===== config.mk =====
export PLATFORM = sky130hd
export DESIGN_NAME = power_command_line_parser
export DESIGN_NICKNAME = d
export VERILOG_FILES = /design/src/hw/rtl/pcl_pkg.sv /design/src/hw/rtl/power_command_line_parser.sv /design/src/hw/rtl/pcl_csr.sv /design/src/hw/rtl/pcl_line.sv
export SDC_FILE = /design/constraint.sdc
export NUM_CORES = 1
export LEC_CHECK = 0
export BUFFER_PORTS_ARGS = -buffer_cell sky130_fd_sc_hd__buf_2
export CAP_MARGIN = 20
export CELL_PAD_IN_SITES_DETAIL_PLACEMENT = 1
export CELL_PAD_IN_SITES_GLOBAL_PLACEMENT = 1
export CORE_AREA = 2 2 189 191
export DETAILED_ROUTE_END_ITERATION = 8
export DIE_AREA = 0 0 191 193
export GPL_TIMING_DRIVEN = 0
export PLACE_DENSITY_LB_ADDON = 0.1
export SLEW_MARGIN = 25
export SYNTH_ARGS = -nofsm -noshare
export SYNTH_HDL_FRONTEND = slang
export SYNTH_SLANG_ARGS = --single-unit

===== constraint.sdc =====
create_clock -name clock -period 8.2 [get_ports clock]
set_input_delay 0.41 -clock clock [delete_from_list [all_inputs] [get_ports clock]]
set_output_delay 0.41 -clock clock [all_outputs]
set_load 0.01 [all_outputs]

===== src/hw/rtl/pcl_pkg.sv =====
// shared types, codes and helpers for the power command line parser
// used by pcl_csr, pcl_line and power_command_line_parser
package pcl_pkg;

   localparam int CharWidth  = 8;
   localparam int WordWidth  = 32;
   localparam int HoldWidth  = 16;
   localparam int PosWidth   = 4;
   localparam int IndexWidth = 3;

   localparam logic [PosWidth-1:0] NameLen = 4'd4;
   localparam logic [PosWidth-1:0] CmdLen  = 4'd12;

   localparam logic [HoldWidth-1:0] PowerOnHoldReset = 16'd500;
   localparam logic [HoldWidth-1:0] HaltHoldReset    = 16'd5500;

   // register indexes
   localparam logic [IndexWidth-1:0] RegPingWord    = 3'd0;
   localparam logic [IndexWidth-1:0] RegPowerOnWord = 3'd1;
   localparam logic [IndexWidth-1:0] RegHaltWord    = 3'd2;
   localparam logic [IndexWidth-1:0] RegResetWord   = 3'd3;
   localparam logic [IndexWidth-1:0] RegPowerOnHold = 3'd4;
   localparam logic [IndexWidth-1:0] RegHaltHold    = 3'd5;

   // status codes
   localparam logic [1:0] StatusOk          = 2'd0;
   localparam logic [1:0] StatusUnknown     = 2'd1;
   localparam logic [1:0] StatusInvalidArgs = 2'd2;

   // action codes
   localparam logic [1:0] ActionNone     = 2'd0;
   localparam logic [1:0] ActionPowerOn  = 2'd1;
   localparam logic [1:0] ActionHalt     = 2'd2;
   localparam logic [1:0] ActionResetCtl = 2'd3;

   typedef struct packed {
      logic [WordWidth-1:0] ping_word;
      logic [WordWidth-1:0] power_on_word;
      logic [WordWidth-1:0] halt_word;
      logic [WordWidth-1:0] reset_word;
      logic [HoldWidth-1:0] power_on_hold;
      logic [HoldWidth-1:0] halt_hold;
   } cfg_type;

   typedef struct packed {
      logic [1:0]           status;
      logic [1:0]           action;
      logic [WordWidth-1:0] output_mask;
      logic [HoldWidth-1:0] hold_time;
   } result_type;

   // bit 4 set when the character is a hex digit, low nibble is its value
   function automatic logic [4:0] hex_digit(input logic [CharWidth-1:0] c);
      logic [4:0] r;
      r = 5'd0;
      if (c >= 8'h30 && c <= 8'h39) begin
         r = {1'b1, 4'(c - 8'h30)};
      end else if (c >= 8'h41 && c <= 8'h46) begin
         r = {1'b1, 4'(c - 8'h41 + 8'd10)};
      end else if (c >= 8'h61 && c <= 8'h66) begin
         r = {1'b1, 4'(c - 8'h61 + 8'd10)};
      end
      return r;
   endfunction

endpackage


===== src/hw/rtl/power_command_line_parser.sv =====
// top level of the power command line parser: config registers, line decode, result register
// depends on pcl_pkg, pcl_csr and pcl_line
//
// One character word is taken per clock while req_stall is low. Ordinary characters update
// the line state (name, hex digits, position); a zero byte is decoded in the same cycle and
// its result word appears on the rsp_ port in the next cycle from the result register.
// Sustained rate is one character per cycle; input stalls only while a result sits in the
// result register and the receiver stalls it. Config writes are always accepted (csr_ready
// is always high) and should be made while no command line is in progress.
module power_command_line_parser (
   input  logic                           clock,
   input  logic                           reset,
   input  logic                           req_valid,
   output logic                           req_stall,
   input  logic [pcl_pkg::CharWidth-1:0]  req_char_in,
   output logic                           rsp_valid,
   input  logic                           rsp_stall,
   output logic [1:0]                     rsp_status,
   output logic [1:0]                     rsp_action,
   output logic [pcl_pkg::WordWidth-1:0]  rsp_output_mask,
   output logic [pcl_pkg::HoldWidth-1:0]  rsp_hold_time,
   input  logic                           csr_valid,
   output logic                           csr_ready,
   input  logic [pcl_pkg::IndexWidth-1:0] csr_index,
   input  logic [pcl_pkg::WordWidth-1:0]  csr_wdata
);

   pcl_pkg::cfg_type    cfg;
   pcl_pkg::result_type line_result;
   pcl_pkg::result_type rsp_ff, rsp_in;
   logic                rsp_valid_ff, rsp_valid_in;
   logic                req_accept;
   logic                line_done;

   assign csr_ready  = 1'b1;
   assign req_stall  = rsp_valid_ff && rsp_stall;
   assign req_accept = req_valid && !req_stall;

   pcl_csr u_csr (
      .clock    (clock),
      .reset    (reset),
      .wr_en    (csr_valid && csr_ready),
      .wr_index (csr_index),
      .wr_data  (csr_wdata),
      .cfg      (cfg)
   );

   pcl_line u_line (
      .clock   (clock),
      .reset   (reset),
      .char_en (req_accept),
      .char_in (req_char_in),
      .cfg     (cfg),
      .done    (line_done),
      .result  (line_result)
   );

   // result register
   always_comb begin
      rsp_valid_in = rsp_valid_ff && rsp_stall;
      rsp_in       = rsp_ff;
      if (line_done) begin
         rsp_valid_in = 1'b1;
         rsp_in       = line_result;
      end
   end

   always_ff @(posedge clock) begin
      if (reset) begin
         rsp_valid_ff <= 1'b0;
      end else begin
         rsp_valid_ff <= rsp_valid_in;
      end
   end

   always_ff @(posedge clock) begin
      rsp_ff <= rsp_in;
   end

   assign rsp_valid       = rsp_valid_ff;
   assign rsp_status      = rsp_ff.status;
   assign rsp_action      = rsp_ff.action;
   assign rsp_output_mask = rsp_ff.output_mask;
   assign rsp_hold_time   = rsp_ff.hold_time;

endmodule


===== src/hw/rtl/pcl_csr.sv =====
// configuration registers of the power command line parser
// depends on pcl_pkg
module pcl_csr (
   input  logic                            clock,
   input  logic                            reset,
   input  logic                            wr_en,
   input  logic [pcl_pkg::IndexWidth-1:0]  wr_index,
   input  logic [pcl_pkg::WordWidth-1:0]   wr_data,
   output pcl_pkg::cfg_type                cfg
);

   pcl_pkg::cfg_type cfg_ff;
   pcl_pkg::cfg_type cfg_in;

   always_comb begin
      cfg_in = cfg_ff;
      if (wr_en) begin
         case (wr_index)
            pcl_pkg::RegPingWord:    cfg_in.ping_word     = wr_data;
            pcl_pkg::RegPowerOnWord: cfg_in.power_on_word = wr_data;
            pcl_pkg::RegHaltWord:    cfg_in.halt_word     = wr_data;
            pcl_pkg::RegResetWord:   cfg_in.reset_word    = wr_data;
            pcl_pkg::RegPowerOnHold:
               cfg_in.power_on_hold = wr_data[pcl_pkg::HoldWidth-1:0];
            pcl_pkg::RegHaltHold:
               cfg_in.halt_hold = wr_data[pcl_pkg::HoldWidth-1:0];
            default: cfg_in = cfg_ff;
         endcase
      end
   end

   always_ff @(posedge clock) begin
      if (reset) begin
         cfg_ff.ping_word     <= '0;
         cfg_ff.power_on_word <= '0;
         cfg_ff.halt_word     <= '0;
         cfg_ff.reset_word    <= '0;
         cfg_ff.power_on_hold <= pcl_pkg::PowerOnHoldReset;
         cfg_ff.halt_hold     <= pcl_pkg::HaltHoldReset;
      end else begin
         cfg_ff <= cfg_in;
      end
   end

   assign cfg = cfg_ff;

endmodule


===== src/hw/rtl/pcl_line.sv =====
// line state and command decode of the power command line parser
// depends on pcl_pkg
module pcl_line (
   input  logic                           clock,
   input  logic                           reset,
   input  logic                           char_en,
   input  logic [pcl_pkg::CharWidth-1:0]  char_in,
   input  pcl_pkg::cfg_type               cfg,
   output logic                           done,
   output pcl_pkg::result_type            result
);

   logic [pcl_pkg::PosWidth-1:0]  char_position_ff, char_position_in;
   logic [pcl_pkg::WordWidth-1:0] name_shift_ff, name_shift_in;
   logic [pcl_pkg::WordWidth-1:0] hex_accumulator_ff, hex_accumulator_in;
   logic                          hex_error_ff, hex_error_in;
   logic [4:0]                    digit;
   logic                          terminator;
   logic                          hit_ping, hit_power_on, hit_halt, hit_reset;
   logic                          args_bad;

   assign digit      = pcl_pkg::hex_digit(char_in);
   assign terminator = (char_in == '0);
   assign done       = char_en && terminator;

   always_comb begin
      char_position_in   = char_position_ff;
      name_shift_in      = name_shift_ff;
      hex_accumulator_in = hex_accumulator_ff;
      hex_error_in       = hex_error_ff;
      if (char_en) begin
         if (terminator) begin
            char_position_in   = '0;
            name_shift_in      = '0;
            hex_accumulator_in = '0;
            hex_error_in       = 1'b0;
         end else if (char_position_ff < pcl_pkg::NameLen) begin
            name_shift_in    = {name_shift_ff[pcl_pkg::WordWidth-pcl_pkg::CharWidth-1:0],
                                char_in};
            char_position_in = char_position_ff + 1'b1;
         end else if (char_position_ff < pcl_pkg::CmdLen) begin
            if (digit[4]) begin
               hex_accumulator_in = {hex_accumulator_ff[pcl_pkg::WordWidth-5:0], digit[3:0]};
            end else begin
               hex_error_in = 1'b1;
            end
            char_position_in = char_position_ff + 1'b1;
         end
      end
   end

   always_ff @(posedge clock) begin
      if (reset) begin
         char_position_ff   <= '0;
         name_shift_ff      <= '0;
         hex_accumulator_ff <= '0;
         hex_error_ff       <= 1'b0;
      end else begin
         char_position_ff   <= char_position_in;
         name_shift_ff      <= name_shift_in;
         hex_accumulator_ff <= hex_accumulator_in;
         hex_error_ff       <= hex_error_in;
      end
   end

   // decode of the finished line
   assign hit_ping     = (name_shift_ff == cfg.ping_word);
   assign hit_power_on = (name_shift_ff == cfg.power_on_word);
   assign hit_halt     = (name_shift_ff == cfg.halt_word);
   assign hit_reset    = (name_shift_ff == cfg.reset_word);
   assign args_bad     = (char_position_ff < pcl_pkg::CmdLen) || hex_error_ff;

   always_comb begin
      result.status      = pcl_pkg::StatusUnknown;
      result.action      = pcl_pkg::ActionNone;
      result.output_mask = '0;
      result.hold_time   = '0;
      if (char_position_ff >= pcl_pkg::NameLen) begin
         if (hit_ping) begin
            result.status = pcl_pkg::StatusOk;
         end else if (hit_power_on || hit_halt) begin
            if (args_bad) begin
               result.status = pcl_pkg::StatusInvalidArgs;
            end else begin
               result.status      = pcl_pkg::StatusOk;
               result.output_mask = hex_accumulator_ff;
               if (hit_power_on) begin
                  result.action    = pcl_pkg::ActionPowerOn;
                  result.hold_time = cfg.power_on_hold;
               end else begin
                  result.action    = pcl_pkg::ActionHalt;
                  result.hold_time = cfg.halt_hold;
               end
            end
         end else if (hit_reset) begin
            result.status = pcl_pkg::StatusOk;
            result.action = pcl_pkg::ActionResetCtl;
         end
      end
   end

endmodule


### Yosys cells after proc, flatten, opt, wreduce, memory -nomap -nowiden

Cells that the tools add are included.

* word-level logic and storage cells: 95
* memory bits (read-only): 0
* input port bits: 48
* bits in latches: 0
* flip-flop bits (word level): 282
* RAM bits: 0
* memories kept: 0

* shift operators: 0
* $mul: 0
* bitwise logic cells: 2
* equality and inequality tests: 11
* mux-type cells: 24
* divide/modulo/power cells: 0
* order comparisons: 9
* reductions and logical operators: 27
* $add $sub $neg: 6

Operator list (count)
* $mux 32: 6
* $eq 32x32->1: 4
* $mux 50: 1
* $ge 8x7->1 const B: 2
* $le 8x7->1 const B: 2
* $mux 16: 1
* $mux 4: 4
* $reduce_and 2->1: 8
* $mux 5: 3
* $sub 4x1->4 const B: 3
* $add 4x4->4 const B: 2
* $ge 8x6->1 const B: 1
* $le 8x6->1 const B: 1
* $logic_not 8->1: 1
* $reduce_and 4->1: 2
* $eq 3x2->1 const B: 2
* $eq 3x3->1 const B: 2
* $logic_and 1x1->1: 6
* $mux 1: 6
* $reduce_bool 2->1: 3
* $add 4x1->4 const B: 1
* $ge 4x3->1 const B: 1
* $lt 4x3->1 const B: 1
* $lt 4x4->1 const B: 1
* 12 further kinds: 15

### Longest topological paths before layout

* depth after elaboration: 9
* gate-level depth with buffers: 9

### Modules after synthesis

From an unflattened synthesis, not the netlist that was laid out.

* cells, all modules: 1178
* area total of the unflattened synthesis: 12584.6 um^2

By module, submodules not included
* pcl_csr: times used 1, seq. area each 3203.1 um^2, cells an instance 573, area each 6306.0 um^2
* pcl_line: times used 1, seq. area each 1381.3 um^2, cells an instance 546, area each 4659.5 um^2
* power_command_line_parser: times used 1, seq. area each 1581.5 um^2, cells an instance 59, area each 1619.1 um^2

### Worst setup path after synthesis

Ideal clock, no wire load.

* path kind: input port to flip-flop
* from: input port req_char_in[1] in the netlist's numbering
* to: register rsp_ff (netlist bit rsp_action[0]) (enable)
* slack: 4.392 ns
* cell stages on the path: 5
* arrival time: 3.341 ns
* data required time: 7.733 ns
* cells stage by stage: inv_1 ha_1 nor4b_1 nand2_1 nor2_1

* cells in the longest elaborated chain, start to end: 2

RTL lines
* from (decl): RTL line power_command_line_parser.sv:15 `input logic [pcl_pkg::CharWidth-1:0] req_char_in,`
* $logic_not 8->1: RTL line pcl_line.sv:23 `assign terminator = (char_in == '0);`
* $logic_and 1x1->1: RTL line pcl_line.sv:24 `assign done = char_en && terminator;`
* via line_done: RTL line power_command_line_parser.sv:33 `logic line_done;`
* to (signal assigned): RTL line power_command_line_parser.sv:77 `rsp_ff <= rsp_in;`
* to (decl): RTL line power_command_line_parser.sv:30 `pcl_pkg::result_type rsp_ff, rsp_in;`

The timed path passes the listed nets, and every way through them passes these cells.
A chain may end at the register's enable or synchronous reset.

### Worst setup path after layout

* from: register u_line.name_shift_ff[21] in the netlist's numbering
* to: register rsp_ff (netlist bit rsp_output_mask[3]) (data pin)

* cells in the longest elaborated chain, start to end: 4

RTL lines
* from (decl): RTL line pcl_line.sv:14 `logic [pcl_pkg::WordWidth-1:0] name_shift_ff, name_shift_in;`
* from (signal assigned): RTL line pcl_line.sv:60 `name_shift_ff <= name_shift_in;`
* $eq 32x32->1, on equally long branches: RTL line pcl_line.sv:68, pcl_line.sv:69
* $logic_or 1x1->1: RTL line pcl_line.sv:81 `end else if (hit_power_on || hit_halt) begin`
* $not 1->1 (no line)
* $reduce_or 4->1 (no line) (*)

Mark *: on every way between the ends. The rest lies on a longest branch, timed or not.

==> run_results.csv <==
group,metric,value,unit
timing,grt_setup_unrepaired,"false",
synthesis,synth_seq_cells,282,
clock_network,postCtsHoldBufs,0,
synthesis,ys_types,46,
synthesis,synth_edf_count,52,
placement,dp_hpwl,31000,µm
die,fp.dieH,193,µm
grt,grt_usage,0.229,
worst_setup_path,crit_fanout,10,
clock_network,cts_buffer_depth,3,
synthesis,async_flop_share,0,
synthesis,synth_area,12000,µm²
clock_network,clock-sinks,282,
drt,wl_met3,1370,µm
die,dieArea,36900,µm²
drt,dr.pass1.iters,5,
synthesis,syn_nets,1429,
synthesis,seq_area_frac_synth,0.514,
clock_network,cts-resized-gates,0,
run_status,status,"finished, final reports clean",
timing,finClkSkew,0.0125,ns
placement,port_buffers,100,
pwr,p_leak,5.76,nW
timing,hold_viol_final,0,
die,start_util,0.343,
grt,grt-ovfl-total,0,
grt,grt_pass1_vias,10000,
worst_setup_path,cp-start-kind,"flip-flop",
synthesis,syn-mean-instance-area,8.72,µm²
drt,viasPerCell,4.93,
timing,tns,0,ns
clock_network,path_clk_slew,0.05,ns
timing,slew_viol_final,0,
drt,top_layer,"met4",
drt,num_vias,9871,
worst_setup_path,cp_slowest_cell,"nor4_1",
timing,setup_slack,5.23,ns
grt,grt_pass1_wl,62500,µm
worst_setup_path,cp.required,8.45,ns
timing,finalCriticalPeriod,2.97,ns
worst_setup_path,critPathMaxStageDelay,0.72,ns
clock_network,cts_tree,"yes",
clock_network,cts_made_buffers,36,
timing,tightest_slew,0.871,ns
synthesis,yosysWarnings,0,
drt,drt_iter0_markers,544,
timing,fin_crit_sh,0.362,
finish,nets,1569,
drt,drtAntennaViolNets,0,
pwr,power_density,225,nW/µm²
drt,wl_met1,18500,µm
clock_network,cts-root-buf,"clkbuf_16",
drt,wl,41500,µm
finish,area_delta_synth_final,18.8,%
placement,gp_congestion,0.830,
drt,wl_per_cell,20.7,µm
timing,setup_viol,0,
clock_network,postCtsSetupRepairBufs,0,
synthesis,syn_inst,1376,
grt,grt_start_max_net_pins,23,
die,core_area,35000,µm²
drt,wl_met2,20500,µm
die,ios,103,
finish,final_cell_mix,"nand2_1, dfxtp_1, a21oi_1",
finish,num_antenna_cells,0,
die,num_rows,69,
worst_setup_path,criticalPathCategory,"reg2reg",
clock_network,h-tree-depth,2,
worst_setup_path,cp_cell_sequence,"buf_2, xor2_1, nor4_1, nand4_1, o211ai_2, a21oi_4, buf_6, and2_1",
die,dieWidth,191,µm
grt,grt_antenna_before_repair,0,
drt,drc,0,
job,cap_violations,0,
clock_network,insertion_delay,0.51,ns
finish,drive_gt1_frac,0.131,
finish,final_common_cell,"nand2_1",
hold_path,hp-class,"in2reg",
placement,pre_cts_slack,5.30,ns
timing,slew_headroom,0.420,
worst_setup_path,cp_data_arrival_time,3.22,ns
worst_setup_path,end_kind,"flip-flop",
pwr,vdd_drop_max,0.111,mV
timing,clock.fmax,0.337,GHz
synthesis,synth_flop_cell,"dfxtp_1",
[Yosys cell counts (2+ instances only)]
| library cell | instances | area share |
|---|---|---|
| mux2i_1 | 4 | 0.0033 |
| xor2_1 | 130 | 0.095 |
| a211oi_1 | 2 | 0.0013 |
| inv_1 | 4 | 0.0013 |
| ha_1 | 5 | 0.0052 |
| nor2b_1 | 2 | 0.0010 |
| nand4_1 | 9 | 0.0047 |
| o21ai_0 | 5 | 0.0021 |
| a22oi_1 | 26 | 0.016 |
| nor4_1 | 32 | 0.017 |
| clkbuf_1 | 73 | 0.023 |
| dfxtp_1 | 230 | 0.38 |
| xnor2_1 | 2 | 0.0015 |
| nand2_1 | 382 | 0.12 |
| nor2_1 | 39 | 0.012 |
| nor2_2 | 2 | 0.0010 |
| buf_4 | 2 | 0.0013 |
| a21oi_1 | 201 | 0.084 |
| nand3_1 | 25 | 0.010 |
| buf_2 | 25 | 0.010 |
| nand3b_1 | 14 | 0.0088 |
| buf_6 | 15 | 0.014 |
| or2_1 | 2 | 0.0010 |
| o21ai_1 | 31 | 0.013 |
| and3_1 | 3 | 0.0016 |
| edfxtp_1 | 52 | 0.13 |
| nor3_1 | 4 | 0.0017 |
| and2_1 | 36 | 0.019 |
| a31oi_1 | 2 | 0.0010 |
[path summary, 6_finish.rpt]
path / from / to / slack [ns] / cells past startpoint
setup / recovery: u_line.name_shift_ff[21]$_SDFFE_PP0P_ / rsp_output_mask[3]$_SDFFCE_PP0P_ / 5.23 / 8
hold / removal: csr_wdata[24] / u_csr.cfg[88]$_SDFFE_PP0P_ / 0.17 / 3
setup reg to reg: u_line.name_shift_ff[21]$_SDFFE_PP0P_ / rsp_output_mask[3]$_SDFFCE_PP0P_ / 5.23 / 8
hold reg to reg: u_csr.cfg[0]$_SDFFE_PP0P_ / u_csr.cfg[0]$_SDFFE_PP0P_ / 0.46 / 2
[kinds of logic (layout without fill, tap and decap cells)]
family                     after synthesis  after routing  synth area share
xor gates and xnor gates               132            132            0.0964
other                                    1              1          0.000313
buffers and inverters                  119            284            0.0499
AOI/OAI and AO/OA                      275            275             0.127
and+or+nand+nor                        557            557             0.203
muxes                                    5              5           0.00428
adders and majority gates                5              5           0.00522
DFF                                    282            282             0.514
[critical path, delay by kind of cell, from the launching register on]
| kind | cells | cell delay, ns |
|---|---|---|
| AND/OR/NAND/NOR | 3 | 1.22 |
| AO/OA/AOI/OAI | 2 | 0.67 |
| buffers and inverters | 2 | 0.34 |
| flip-flops | 1 | 0.29 |
| XOR/XNOR | 1 | 0.18 |
[through the flow]
stage	cells	util	power [mW]	hold WS [ns]	cell area (µm²)
global route	2002	0.408	3.32	0.183	14200
global placement	1937	0.374	1.70	0.443	13100
floorplan	1376	-	1.60	0.437	12000
CTS	2002	0.408	3.24	0.159	14200
finish	2002	0.408	3.20	0.173	14200
detailed placement	1939	0.375	1.71	0.455	13100
[routing by layer]
metal  up-vias  global-route usage
li1       4860                   -
met1      4793               0.288
met2       159               0.409
met3        59              0.0299
met4         0              0.0650
met5         -                   0
[state kept, by name, indices dropped and copies added, names as in the netlist]
name,cells
rsp_hold_time,16
rsp_status,2
u_line.hex_accumulator_ff,32
rsp_valid,1
u_line.char_position_ff,4
u_line.name_shift_ff,32
u_line.hex_error_ff,1
rsp_action,2
u_csr.cfg,160
rsp_output_mask,32
[cell type report]
cell class	count	area, µm²
tap	461	577
clock buffer	57	1040
inverter	4	15.0
timing repair buffer	102	548
multi-input combinational	975	5240
buffer	115	583
fill	4148	20700
clock inverter	6	82.6
sequential	282	6170
[power by group]
group          leakage [nW]  switching [mW]  internal (mW)  total, mW
combinational          2.88           0.164         0.0683      0.232
sequential             2.33          0.0145           1.43       1.44
clock                 0.546           0.597          0.931       1.53
total                  5.76           0.775           2.43       3.20
No activity file was read; power rests on OpenSTA's default activity.
